===== src/hw/rtl/mm4_pkg.sv =====
// Shared types for the 4x4 fixed-point matrix multiplier.
// Holds the item structs, the action codes and the pipeline tag.
// No dependencies.
package mm4_pkg;

    // Action codes of an input item.
    typedef enum logic [1:0] {
        ACT_WR_LEFT  = 2'd0,
        ACT_WR_RIGHT = 2'd1,
        ACT_MULTIPLY = 2'd2
    } action_t;

    // Sequencer states.
    typedef enum logic [1:0] {
        ST_IDLE  = 2'd0,
        ST_RUN   = 2'd1,
        ST_DRAIN = 2'd2
    } state_t;

    // One input item.
    typedef struct packed {
        action_t            action;
        logic [3:0]         elem_index;
        logic signed [31:0] elem_value;
    } in_item_t;

    // One result item.
    typedef struct packed {
        logic [3:0]         prod_index;
        logic signed [31:0] prod_value;
        logic               saturated;
        logic               last;
    } out_item_t;

    // Tag that travels with each read pair through the pipeline.
    typedef struct packed {
        logic       valid;
        logic       first;   // first of the four products of a dot product
        logic       fin;     // fourth product, the sum is complete after it
        logic [3:0] k;       // product element index
    } mm4_tag_t;

    // Status from the datapath back to the sequencer.
    typedef struct packed {
        logic adv;           // pipeline advances this cycle
        logic busy;          // products or a finished sum still in flight
    } mm4_stat_t;

endpackage


===== src/hw/rtl/mm4_if.sv =====
// Handshake channels of the 4x4 matrix multiplier: input and result.
// Depends on mm4_pkg for the item structs.
interface mm4_in_if
    import mm4_pkg::*;
();
    logic     valid;
    logic     ready;
    in_item_t data;

    modport source (output valid, output data, input ready);
    modport sink   (input valid, input data, output ready);
endinterface

interface mm4_out_if
    import mm4_pkg::*;
();
    logic      valid;
    logic      ready;
    out_item_t data;

    modport source (output valid, output data, input ready);
    modport sink   (input valid, input data, output ready);
endinterface


===== src/hw/rtl/mm4_store.sv =====
// Left and right matrix stores: two 16-entry synchronous memories with
// one write port and one registered read port each. Depends on mm4_pkg.
module mm4_store
    import mm4_pkg::*;
#(
    parameter int ELEM_WIDTH = 32
)
(
    input  logic                         clk,
    input  logic                         rst_n,
    input  logic                         wr_left,
    input  logic                         wr_right,
    input  logic [3:0]                   wr_addr,
    input  logic signed [ELEM_WIDTH-1:0] wr_data,
    input  logic                         rd_en,
    input  logic [3:0]                   rd_addr_left,
    input  logic [3:0]                   rd_addr_right,
    input  mm4_tag_t                     tag_in,
    output logic signed [ELEM_WIDTH-1:0] rd_left,
    output logic signed [ELEM_WIDTH-1:0] rd_right,
    output mm4_tag_t                     tag_out
);

    logic signed [ELEM_WIDTH-1:0] left_mem  [16];
    logic signed [ELEM_WIDTH-1:0] right_mem [16];
    logic signed [ELEM_WIDTH-1:0] rd_left_reg;
    logic signed [ELEM_WIDTH-1:0] rd_right_reg;
    mm4_tag_t                     tag_reg;

    // Write ports.
    always_ff @(posedge clk)
    begin
        if (wr_left)
        begin
            left_mem[wr_addr] <= wr_data;
        end
        if (wr_right)
        begin
            right_mem[wr_addr] <= wr_data;
        end
    end

    // Read ports; the data holds while the pipeline is stalled.
    always_ff @(posedge clk)
    begin
        if (rd_en)
        begin
            rd_left_reg  <= left_mem[rd_addr_left];
            rd_right_reg <= right_mem[rd_addr_right];
        end
    end

    // The tag is registered together with the read data, so the two stay aligned.
    always_ff @(posedge clk or negedge rst_n)
    begin
        if (!rst_n)
        begin
            tag_reg <= '0;
        end
        else if (rd_en)
        begin
            tag_reg <= tag_in;
        end
    end

    assign rd_left  = rd_left_reg;
    assign rd_right = rd_right_reg;
    assign tag_out  = tag_reg;

endmodule


===== src/hw/rtl/mm4_dot.sv =====
// Multiply-accumulate datapath: one product per cycle unless stalled,
// 4-term sum, scaling, saturation, result register. Depends on mm4_pkg.
module mm4_dot
    import mm4_pkg::*;
#(
    parameter int FRAC_BITS  = 16,
    parameter int ELEM_WIDTH = 32
)
(
    input  logic                         clk,
    input  logic                         rst_n,
    input  logic signed [ELEM_WIDTH-1:0] rd_left,
    input  logic signed [ELEM_WIDTH-1:0] rd_right,
    input  mm4_tag_t                     tag_in,
    output mm4_stat_t                    stat,
    mm4_out_if.source                    prod
);

    localparam int PW = 2 * ELEM_WIDTH;
    localparam int AW = PW + 2;

    logic signed [PW-1:0]         prod_reg;
    mm4_tag_t                     ptag_reg;
    logic signed [AW-1:0]         acc_reg;
    logic                         done_reg;
    logic [3:0]                   done_k_reg;
    out_item_t                    out_reg;
    logic                         out_valid_reg;
    logic                         adv;
    logic signed [AW-1:0]         shifted;
    logic [AW-ELEM_WIDTH:0]       upper;
    logic                         fits;
    logic signed [ELEM_WIDTH-1:0] sat_val;
    out_item_t                    out_next;

    // The whole pipeline moves unless a result is waiting and not taken.
    assign adv = !out_valid_reg || prod.ready;

    // Product stage.
    always_ff @(posedge clk)
    begin
        if (adv)
        begin
            prod_reg <= rd_left * rd_right;
        end
    end

    // Accumulator stage; a new sum starts with its first product.
    always_ff @(posedge clk)
    begin
        if (adv && ptag_reg.valid)
        begin
            if (ptag_reg.first)
            begin
                acc_reg <= AW'(prod_reg);
            end
            else
            begin
                acc_reg <= acc_reg + AW'(prod_reg);
            end
            done_k_reg <= ptag_reg.k;
        end
    end

    // Control of the product and accumulator stages.
    always_ff @(posedge clk or negedge rst_n)
    begin
        if (!rst_n)
        begin
            ptag_reg <= '0;
            done_reg <= 1'b0;
        end
        else if (adv)
        begin
            ptag_reg <= tag_in;
            done_reg <= ptag_reg.valid && ptag_reg.fin;
        end
    end

    // Scale the finished sum and clip it to the element range.
    always_comb
    begin
        shifted = acc_reg >>> FRAC_BITS;
        upper   = shifted[AW-1:ELEM_WIDTH-1];
        fits    = (&upper) || !(|upper);
        if (fits)
        begin
            sat_val = shifted[ELEM_WIDTH-1:0];
        end
        else if (shifted[AW-1])
        begin
            sat_val = {1'b1, {(ELEM_WIDTH-1){1'b0}}};
        end
        else
        begin
            sat_val = {1'b0, {(ELEM_WIDTH-1){1'b1}}};
        end
        out_next.prod_index = done_k_reg;
        out_next.prod_value = 32'(sat_val);
        out_next.saturated  = !fits;
        out_next.last       = (done_k_reg == 4'hF);
    end

    // Result register.
    always_ff @(posedge clk)
    begin
        if (adv && done_reg)
        begin
            out_reg <= out_next;
        end
    end

    always_ff @(posedge clk or negedge rst_n)
    begin
        if (!rst_n)
        begin
            out_valid_reg <= 1'b0;
        end
        else if (adv)
        begin
            out_valid_reg <= done_reg;
        end
    end

    assign prod.valid = out_valid_reg;
    assign prod.data  = out_reg;
    assign stat.adv   = adv;
    assign stat.busy  = ptag_reg.valid || done_reg;

endmodule


===== src/hw/rtl/matrix4_multiply.sv =====
// 4x4 signed fixed-point matrix multiplier, column-major storage.
// Depends on mm4_pkg, mm4_if, mm4_store and mm4_dot.
//
// Usage:
//   cmd carries input items. A left or right write item stores one element
//   at elem_index (column times four plus row) while the block is idle.
//   A multiply item emits the sixteen elements of left times right on prod
//   in column-major order, the sixteenth marked with last.
//   Each element is the sum of four products, shifted right by FRAC_BITS
//   and clipped to ELEM_WIDTH bits, with saturated raised on clipping.
// Timing:
//   The single multiplier takes one product per cycle, from one read of
//   each store, while prod is not stalled. A multiply item occupies the
//   block until its last sum reaches the result register; ready is low
//   meanwhile. Write items are taken back to back at one per cycle while idle.
// Reset and stalls:
//   Reset empties the pipeline and the result register; the store contents
//   are undefined until written. While prod is stalled the whole pipeline,
//   the store reads included, holds. The last result may still wait on
//   prod while the next item is taken.
module matrix4_multiply
    import mm4_pkg::*;
#(
    parameter int FRAC_BITS  = 16,
    parameter int ELEM_WIDTH = 32
)
(
    input  logic       clk,
    input  logic       rst_n,
    mm4_in_if.sink     cmd,
    mm4_out_if.source  prod
);

    state_t                       state_reg;
    state_t                       state_next;
    logic [5:0]                   step_reg;
    logic [5:0]                   step_next;
    logic                         accept;
    logic                         wr_left;
    logic                         wr_right;
    logic                         issue;
    mm4_tag_t                     tag_s0;
    mm4_tag_t                     tag_s1;
    mm4_stat_t                    stat;
    logic signed [ELEM_WIDTH-1:0] rd_left;
    logic signed [ELEM_WIDTH-1:0] rd_right;

    // Items are taken only while no multiply is in flight, so a write never
    // meets a read of the same entry and no forwarding is needed.
    assign cmd.ready = (state_reg == ST_IDLE);
    assign accept    = cmd.valid && cmd.ready;
    assign wr_left   = accept && (cmd.data.action == ACT_WR_LEFT);
    assign wr_right  = accept && (cmd.data.action == ACT_WR_RIGHT);

    // Step counter is {column, row, term}; term runs fastest.
    assign issue        = (state_reg == ST_RUN);
    assign tag_s0.valid = issue;
    assign tag_s0.first = (step_reg[1:0] == 2'd0);
    assign tag_s0.fin   = (step_reg[1:0] == 2'd3);
    assign tag_s0.k     = step_reg[5:2];

    // Sequencer state register.
    always_ff @(posedge clk or negedge rst_n)
    begin
        if (!rst_n)
        begin
            state_reg <= ST_IDLE;
            step_reg  <= '0;
        end
        else
        begin
            state_reg <= state_next;
            step_reg  <= step_next;
        end
    end

    // Sequencer next state.
    always_comb
    begin
        state_next = state_reg;
        step_next  = step_reg;
        unique case (state_reg)
            ST_IDLE:
            begin
                if (accept && (cmd.data.action == ACT_MULTIPLY))
                begin
                    state_next = ST_RUN;
                    step_next  = '0;
                end
            end
            ST_RUN:
            begin
                if (stat.adv)
                begin
                    step_next = step_reg + 6'd1;
                    if (step_reg == 6'h3F)
                    begin
                        state_next = ST_DRAIN;
                    end
                end
            end
            ST_DRAIN:
            begin
                if (!tag_s1.valid && !stat.busy)
                begin
                    state_next = ST_IDLE;
                end
            end
            default:
            begin
                state_next = ST_IDLE;
            end
        endcase
    end

    mm4_store #(
        .ELEM_WIDTH (ELEM_WIDTH)
    ) u_store (
        .clk           (clk),
        .rst_n         (rst_n),
        .wr_left       (wr_left),
        .wr_right      (wr_right),
        .wr_addr       (cmd.data.elem_index),
        .wr_data       (cmd.data.elem_value[ELEM_WIDTH-1:0]),
        .rd_en         (stat.adv),
        .rd_addr_left  ({step_reg[1:0], step_reg[3:2]}),
        .rd_addr_right ({step_reg[5:4], step_reg[1:0]}),
        .tag_in        (tag_s0),
        .rd_left       (rd_left),
        .rd_right      (rd_right),
        .tag_out       (tag_s1)
    );

    mm4_dot #(
        .FRAC_BITS  (FRAC_BITS),
        .ELEM_WIDTH (ELEM_WIDTH)
    ) u_dot (
        .clk      (clk),
        .rst_n    (rst_n),
        .rd_left  (rd_left),
        .rd_right (rd_right),
        .tag_in   (tag_s1),
        .stat     (stat),
        .prod     (prod)
    );

    // A multiply item starts the sequence at the first step.
    a_start: assert property (@(posedge clk) disable iff (!rst_n)
        accept && (cmd.data.action == ACT_MULTIPLY) |=> state_reg == ST_RUN && step_reg == 6'd0)
        else $error("multiply item did not start the sequence");

    // Back in idle, no product or sum of the previous multiply is in flight.
    a_idle_empty: assert property (@(posedge clk) disable iff (!rst_n)
        state_reg == ST_IDLE |-> !tag_s1.valid && !stat.busy)
        else $error("pipeline not empty while idle");

    // The last mark goes with the sixteenth element only.
    a_last_index: assert property (@(posedge clk) disable iff (!rst_n)
        prod.valid |-> prod.data.last == (prod.data.prod_index == 4'hF))
        else $error("last mark and element index disagree");

    // A stalled pipeline issues no new step.
    a_stall_hold: assert property (@(posedge clk) disable iff (!rst_n)
        state_reg == ST_RUN && !stat.adv |=> step_reg == $past(step_reg))
        else $error("step counter moved while stalled");

endmodule


===== src/flat_wrapper.sv =====
// flat-port wrapper written by rule: the top's interface ports become plain ports
module matrix4_multiply_flat import mm4_pkg::*;
#(
    parameter int FRAC_BITS  = 16,
    parameter int ELEM_WIDTH = 32
)
  (clk, rst_n, cmd_valid, cmd_data, cmd_ready, prod_valid, prod_data, prod_ready);
  mm4_in_if cmd_i ();
  mm4_out_if prod_i ();
  input  logic clk;
  input  logic rst_n;
  input wire logic [$bits(cmd_i.valid)-1:0] cmd_valid;
  input wire logic [$bits(cmd_i.data)-1:0] cmd_data;
  output wire logic [$bits(cmd_i.ready)-1:0] cmd_ready;
  output wire logic [$bits(prod_i.valid)-1:0] prod_valid;
  output wire logic [$bits(prod_i.data)-1:0] prod_data;
  input wire logic [$bits(prod_i.ready)-1:0] prod_ready;
  assign cmd_i.valid = cmd_valid;
  assign cmd_i.data = cmd_data;
  assign cmd_ready = cmd_i.ready;
  assign prod_valid = prod_i.valid;
  assign prod_data = prod_i.data;
  assign prod_i.ready = prod_ready;
  matrix4_multiply #(.FRAC_BITS(FRAC_BITS), .ELEM_WIDTH(ELEM_WIDTH)) u_core (.clk(clk), .rst_n(rst_n), .cmd(cmd_i), .prod(prod_i));
endmodule

===== config.mk =====
export PLATFORM = sky130hd
export DESIGN_NAME = matrix4_multiply_flat
export DESIGN_NICKNAME = d
export VERILOG_FILES = /design/src/hw/rtl/mm4_pkg.sv /design/src/hw/rtl/mm4_if.sv /design/src/hw/rtl/mm4_store.sv /design/src/hw/rtl/mm4_dot.sv /design/src/hw/rtl/matrix4_multiply.sv /design/src/flat_wrapper.sv
export SDC_FILE = /design/constraint.sdc
export NUM_CORES = 2
export LEC_CHECK = 0
export BUFFER_PORTS_ARGS = -buffer_cell sky130_fd_sc_hd__buf_2
export CAP_MARGIN = 20
export CORE_MARGIN = 2
export CORE_UTILIZATION = 50
export CTS_BUF_LIST = sky130_fd_sc_hd__clkbuf_8
export CTS_CLUSTER_SIZE = 10
export DETAILED_ROUTE_END_ITERATION = 6
export PLACE_DENSITY = 0.65
export SLEW_MARGIN = 20
export SYNTH_ARGS = -nofsm -noshare
export SYNTH_HDL_FRONTEND = slang
export SYNTH_SLANG_ARGS = --single-unit

===== constraint.sdc =====
create_clock -name clk -period 10.75 [get_ports clk]
set_input_delay 0.5375 -clock clk [delete_from_list [all_inputs] [get_ports clk]]
set_output_delay 0.5375 -clock clk [all_outputs]
set_load 0.05 [all_outputs]

==> results.py <==
metrics = {
    "drt": {
        "vias": 51200,
        "drt-wirelength-per-cell_um": 23.1,
        "drtAntennaViolNets": 0,
        "drc": 0,
        "routed_via_density": 5.63,
        "dr.pass1.iters": 5,
        "routed_wl_um": 210000,
        "drt_iter0_drc": 4375,
    },
    "critical_path": {
        "slowest_delay_ps": 1020,
        "crit_type": "register to register",
        "critPathMostFrequentCell": "fa_1",
        "worst_ep_arrival_time_ps": 9610,
        "cpMaxStageDelayCell": "edfxtp_1",
        "cp-start-kind": "register",
        "cp_cell_sequence": "nand2_1, inv_1, fa_1, inv_1, fa_1, inv_1, fa_1, fa_1, inv_1, fa_1, inv_1, fa_1, inv_1, fa_1, fa_1, inv_1, ha_1, a21o_1, a21oi_1, nor4b_1, a21oi_1, a31oi_1, o21ai_0, xnor2_1",
        "worst-path-max-fanout": 22,
        "cp-end-kind": "register",
        "cp_data_required_time_ps": 11460,
    },
    "synth": {
        "seq_area_frac_synth_pct": 43.7,
        "yosys.cell_types.count": 84,
        "synth-edff-count": 1260,
        "synthTopCellsByArea": "edfxtp_1 43%, fa_1 25%, mux4_2 8.2%",
        "synth_top_area_share_pct": 43.0,
        "synthFlopType": "edfxtp_1",
        "syn_area_um2": 87900,
        "synth_area_leader_cell": "edfxtp_1",
        "async_flop_share_pct": 1.87,
        "avgSynthCellArea_um2": 13.5,
        "yosys_warnings": 0,
        "yosys_register_bits": 1284,
        "synthesis.nets": 7906,
        "synth_cells": 6530,
    },
    "grt": {
        "grt_max_degree": 94,
        "grt.busiest_layer": "met2",
        "gr-usage-met2_pct": 39.2,
        "grtUsageTotal_pct": 24.1,
        "grt_overflow": 0,
        "antenna_found_initial": 9,
        "grt_pass1_wl_um": 329000,
        "grt.met1_usage_pct": 33.5,
        "grt_pass1_vias": 55300,
        "grtUsageMet3_pct": 5.04,
    },
    "sta": {
        "post-route-period-util_pct": 82.8,
        "tightest_slew_ps": 1030,
        "fin_skew_ps": 63.4,
        "worst_slew_margin_rel_pct": 31.1,
        "rsz0062_at_grt": "false",
        "clock.fmax_mhz": 112,
        "slew_violations": 0,
        "tns_ps": 0,
        "period_needed_ps": 8900,
        "setup-violations-final": 0,
        "hold_violations": 0,
    },
    "cts": {
        "h-tree-depth": 4,
        "clkLatencyLatePin_ps": 970,
        "clockBufferDepth": 3,
        "ctsResizeCount": 0,
        "cts_root_buf": "clkbuf_8",
        "cts_buffers": 204,
        "path_clk_slew_ps": 70,
        "clock-sinks": 1284,
        "cts_tree": "built",
    },
    "job": {
        "drv_cap": 0,
    },
    "floorplan": {
        "die_h_um": 423,
        "coreArea_um2": 174000,
        "rows": 153,
        "ios": 82,
        "start_util_pct": 50.5,
        "dieWidth_um": 423,
        "die_area_um2": 179000,
    },
    "final_layout": {
        "syn2layout_area_growth_pct": 8.27,
        "final_cells": 9106,
        "stdcell_area_um2": 95200,
        "nets": 7993,
        "drive_above_1_share_pct": 12.3,
    },
    "run_status": {
        "status": "complete, no violations",
    },
    "placement": {
        "gp_congestion": 0.887,
        "io_buffer_count": 81,
        "dpl.cell_count": 8707,
        "placed_cell_area_um2": 91100,
        "dp.final_hpwl_um": 143000,
    },
    "hold_path": {
        "hp-class": "primary input to register",
    },
}
[Yosys cell counts (105+ instances only)]
| cell | instances |
|---|---|
| a21oi_1 | 144 |
| inv_1 | 1003 |
| fa_1 | 1083 |
| o21ai_0 | 119 |
| clkbuf_1 | 301 |
| nor2_1 | 144 |
| nand2_1 | 703 |
| ha_1 | 251 |
| mux4_2 | 320 |
| edfxtp_1 | 1260 |
| a21o_1 | 105 |
| and2_1 | 523 |
[path summary, 6_finish.rpt]
path                                                 startpoint                                        end  slack [ps]  depth (start not counted)
max in group asynchronous                                 rst_n             u_core.step_reg[3]$_DFFE_PN0P_       10050                          2
max reg2reg                u_core.u_store.rd_right[5]$_DFFE_PN_        u_core.u_dot.prod_reg[57]$_DFFE_PN_        1850                         24
max                        u_core.u_store.rd_right[5]$_DFFE_PN_        u_core.u_dot.prod_reg[57]$_DFFE_PN_        1850                         24
min in group asynchronous                                 rst_n        u_core.u_dot.prod.valid$_DFFE_PN0N_         170                          2
min                                                cmd_data[26]  u_core.u_store.left_mem[13][26]$_DFFE_PP_         100                          1
min reg2reg                u_core.u_dot.done_k_reg[0]$_DFFE_PP_       u_core.u_dot.prod.data[34]$_DFFE_PP_         440                          0
[area by class of cell]
cell class | count | area [µm²]
repair buffers | 222 | 1580
multi-input cells | 3900 | 44700
clock inverters | 152 | 870
clock buffers | 211 | 2900
flip-flops and latches | 1284 | 38500
well taps | 2325 | 2910
inverters | 1005 | 3780
fillers | 14300 | 79000
diodes | 7 | 17.5
[kinds of logic after synthesis]
logic type,share of synthesized area (%)
AND/OR/NAND/NOR,8.75
buffers and inverters,5.77
adder cells (fa/ha/maj),28.2
flip-flops,43.7
AO/OA/AOI/OAI,4.01
multiplexers,8.28
XOR/XNOR,1.23
[cells in the final DEF, fill, tap and decap left out, types with 16 or more instances in the layout]
master,netlist,final
dfrtp_1,24,17
a31oi_1,19,19
clkinv_1,1,29
nand2b_1,24,24
and3_1,16,16
nand3_1,48,48
mux4_2,320,320
dlygate4sd3_1,0,26
buf_4,0,110
xor2_1,45,45
and2_1,523,521
nor2_4,0,33
o211ai_1,17,17
buf_2,5,81
a21o_1,105,105
xnor2_1,78,78
inv_1,1003,1091
clkbuf_8,0,211
ha_1,251,251
o21bai_1,16,16
nor2_1,144,111
edfxtp_1,1260,1260
a21oi_1,144,144
fa_1,1083,1083
o21ai_0,119,119
nand4_1,37,37
nor3_1,20,19
a211oi_1,16,16
nand2_1,703,703
[layer usage]
| metal | part of all wire (%) | wire (µm) | up-vias |
|---|---|---|---|
| met2 | 48 | 101000 | 1934 |
| met5 | 0 | 0 | - |
| met4 | 2.2 | 4630 | 0 |
| li1 | - | - | 22100 |
| met1 | 42 | 89200 | 26900 |
| met3 | 7.4 | 15700 | 341 |
[metrics by stage]
stage | hold WS [ps] | setup WS [ps] | util, %
2_1_floorplan | 242 | 3070 | -
3_3_place_gp | 431 | 1990 | 52.3
3_5_place_dp | 436 | 1880 | 52.3
4_1_cts | 0.0839 | 1890 | 54.6
5_1_grt | 49.2 | 1200 | 54.6
6_report | 97.1 | 1850 | 54.6
[critical path: cells and delay by family (launching register included)]
family	cells	cell delay, ps
adder cells (fa/ha/maj)	9	4660
XOR/XNOR	1	160
AO/OA/AOI/OAI	5	1040
flip-flops	1	1020
buffers and inverters	7	1160
AND/OR/NAND/NOR	2	590
[what timing repair did]
action,4_1_cts,5_1_grt
hold endpoints to repair,516,0
hold buffers,26,0
setup buffers,0,0
Power is left out: the tool's default activity adds up to more than one toggle a clock period on the data nets, which glitch-free logic cannot reach.
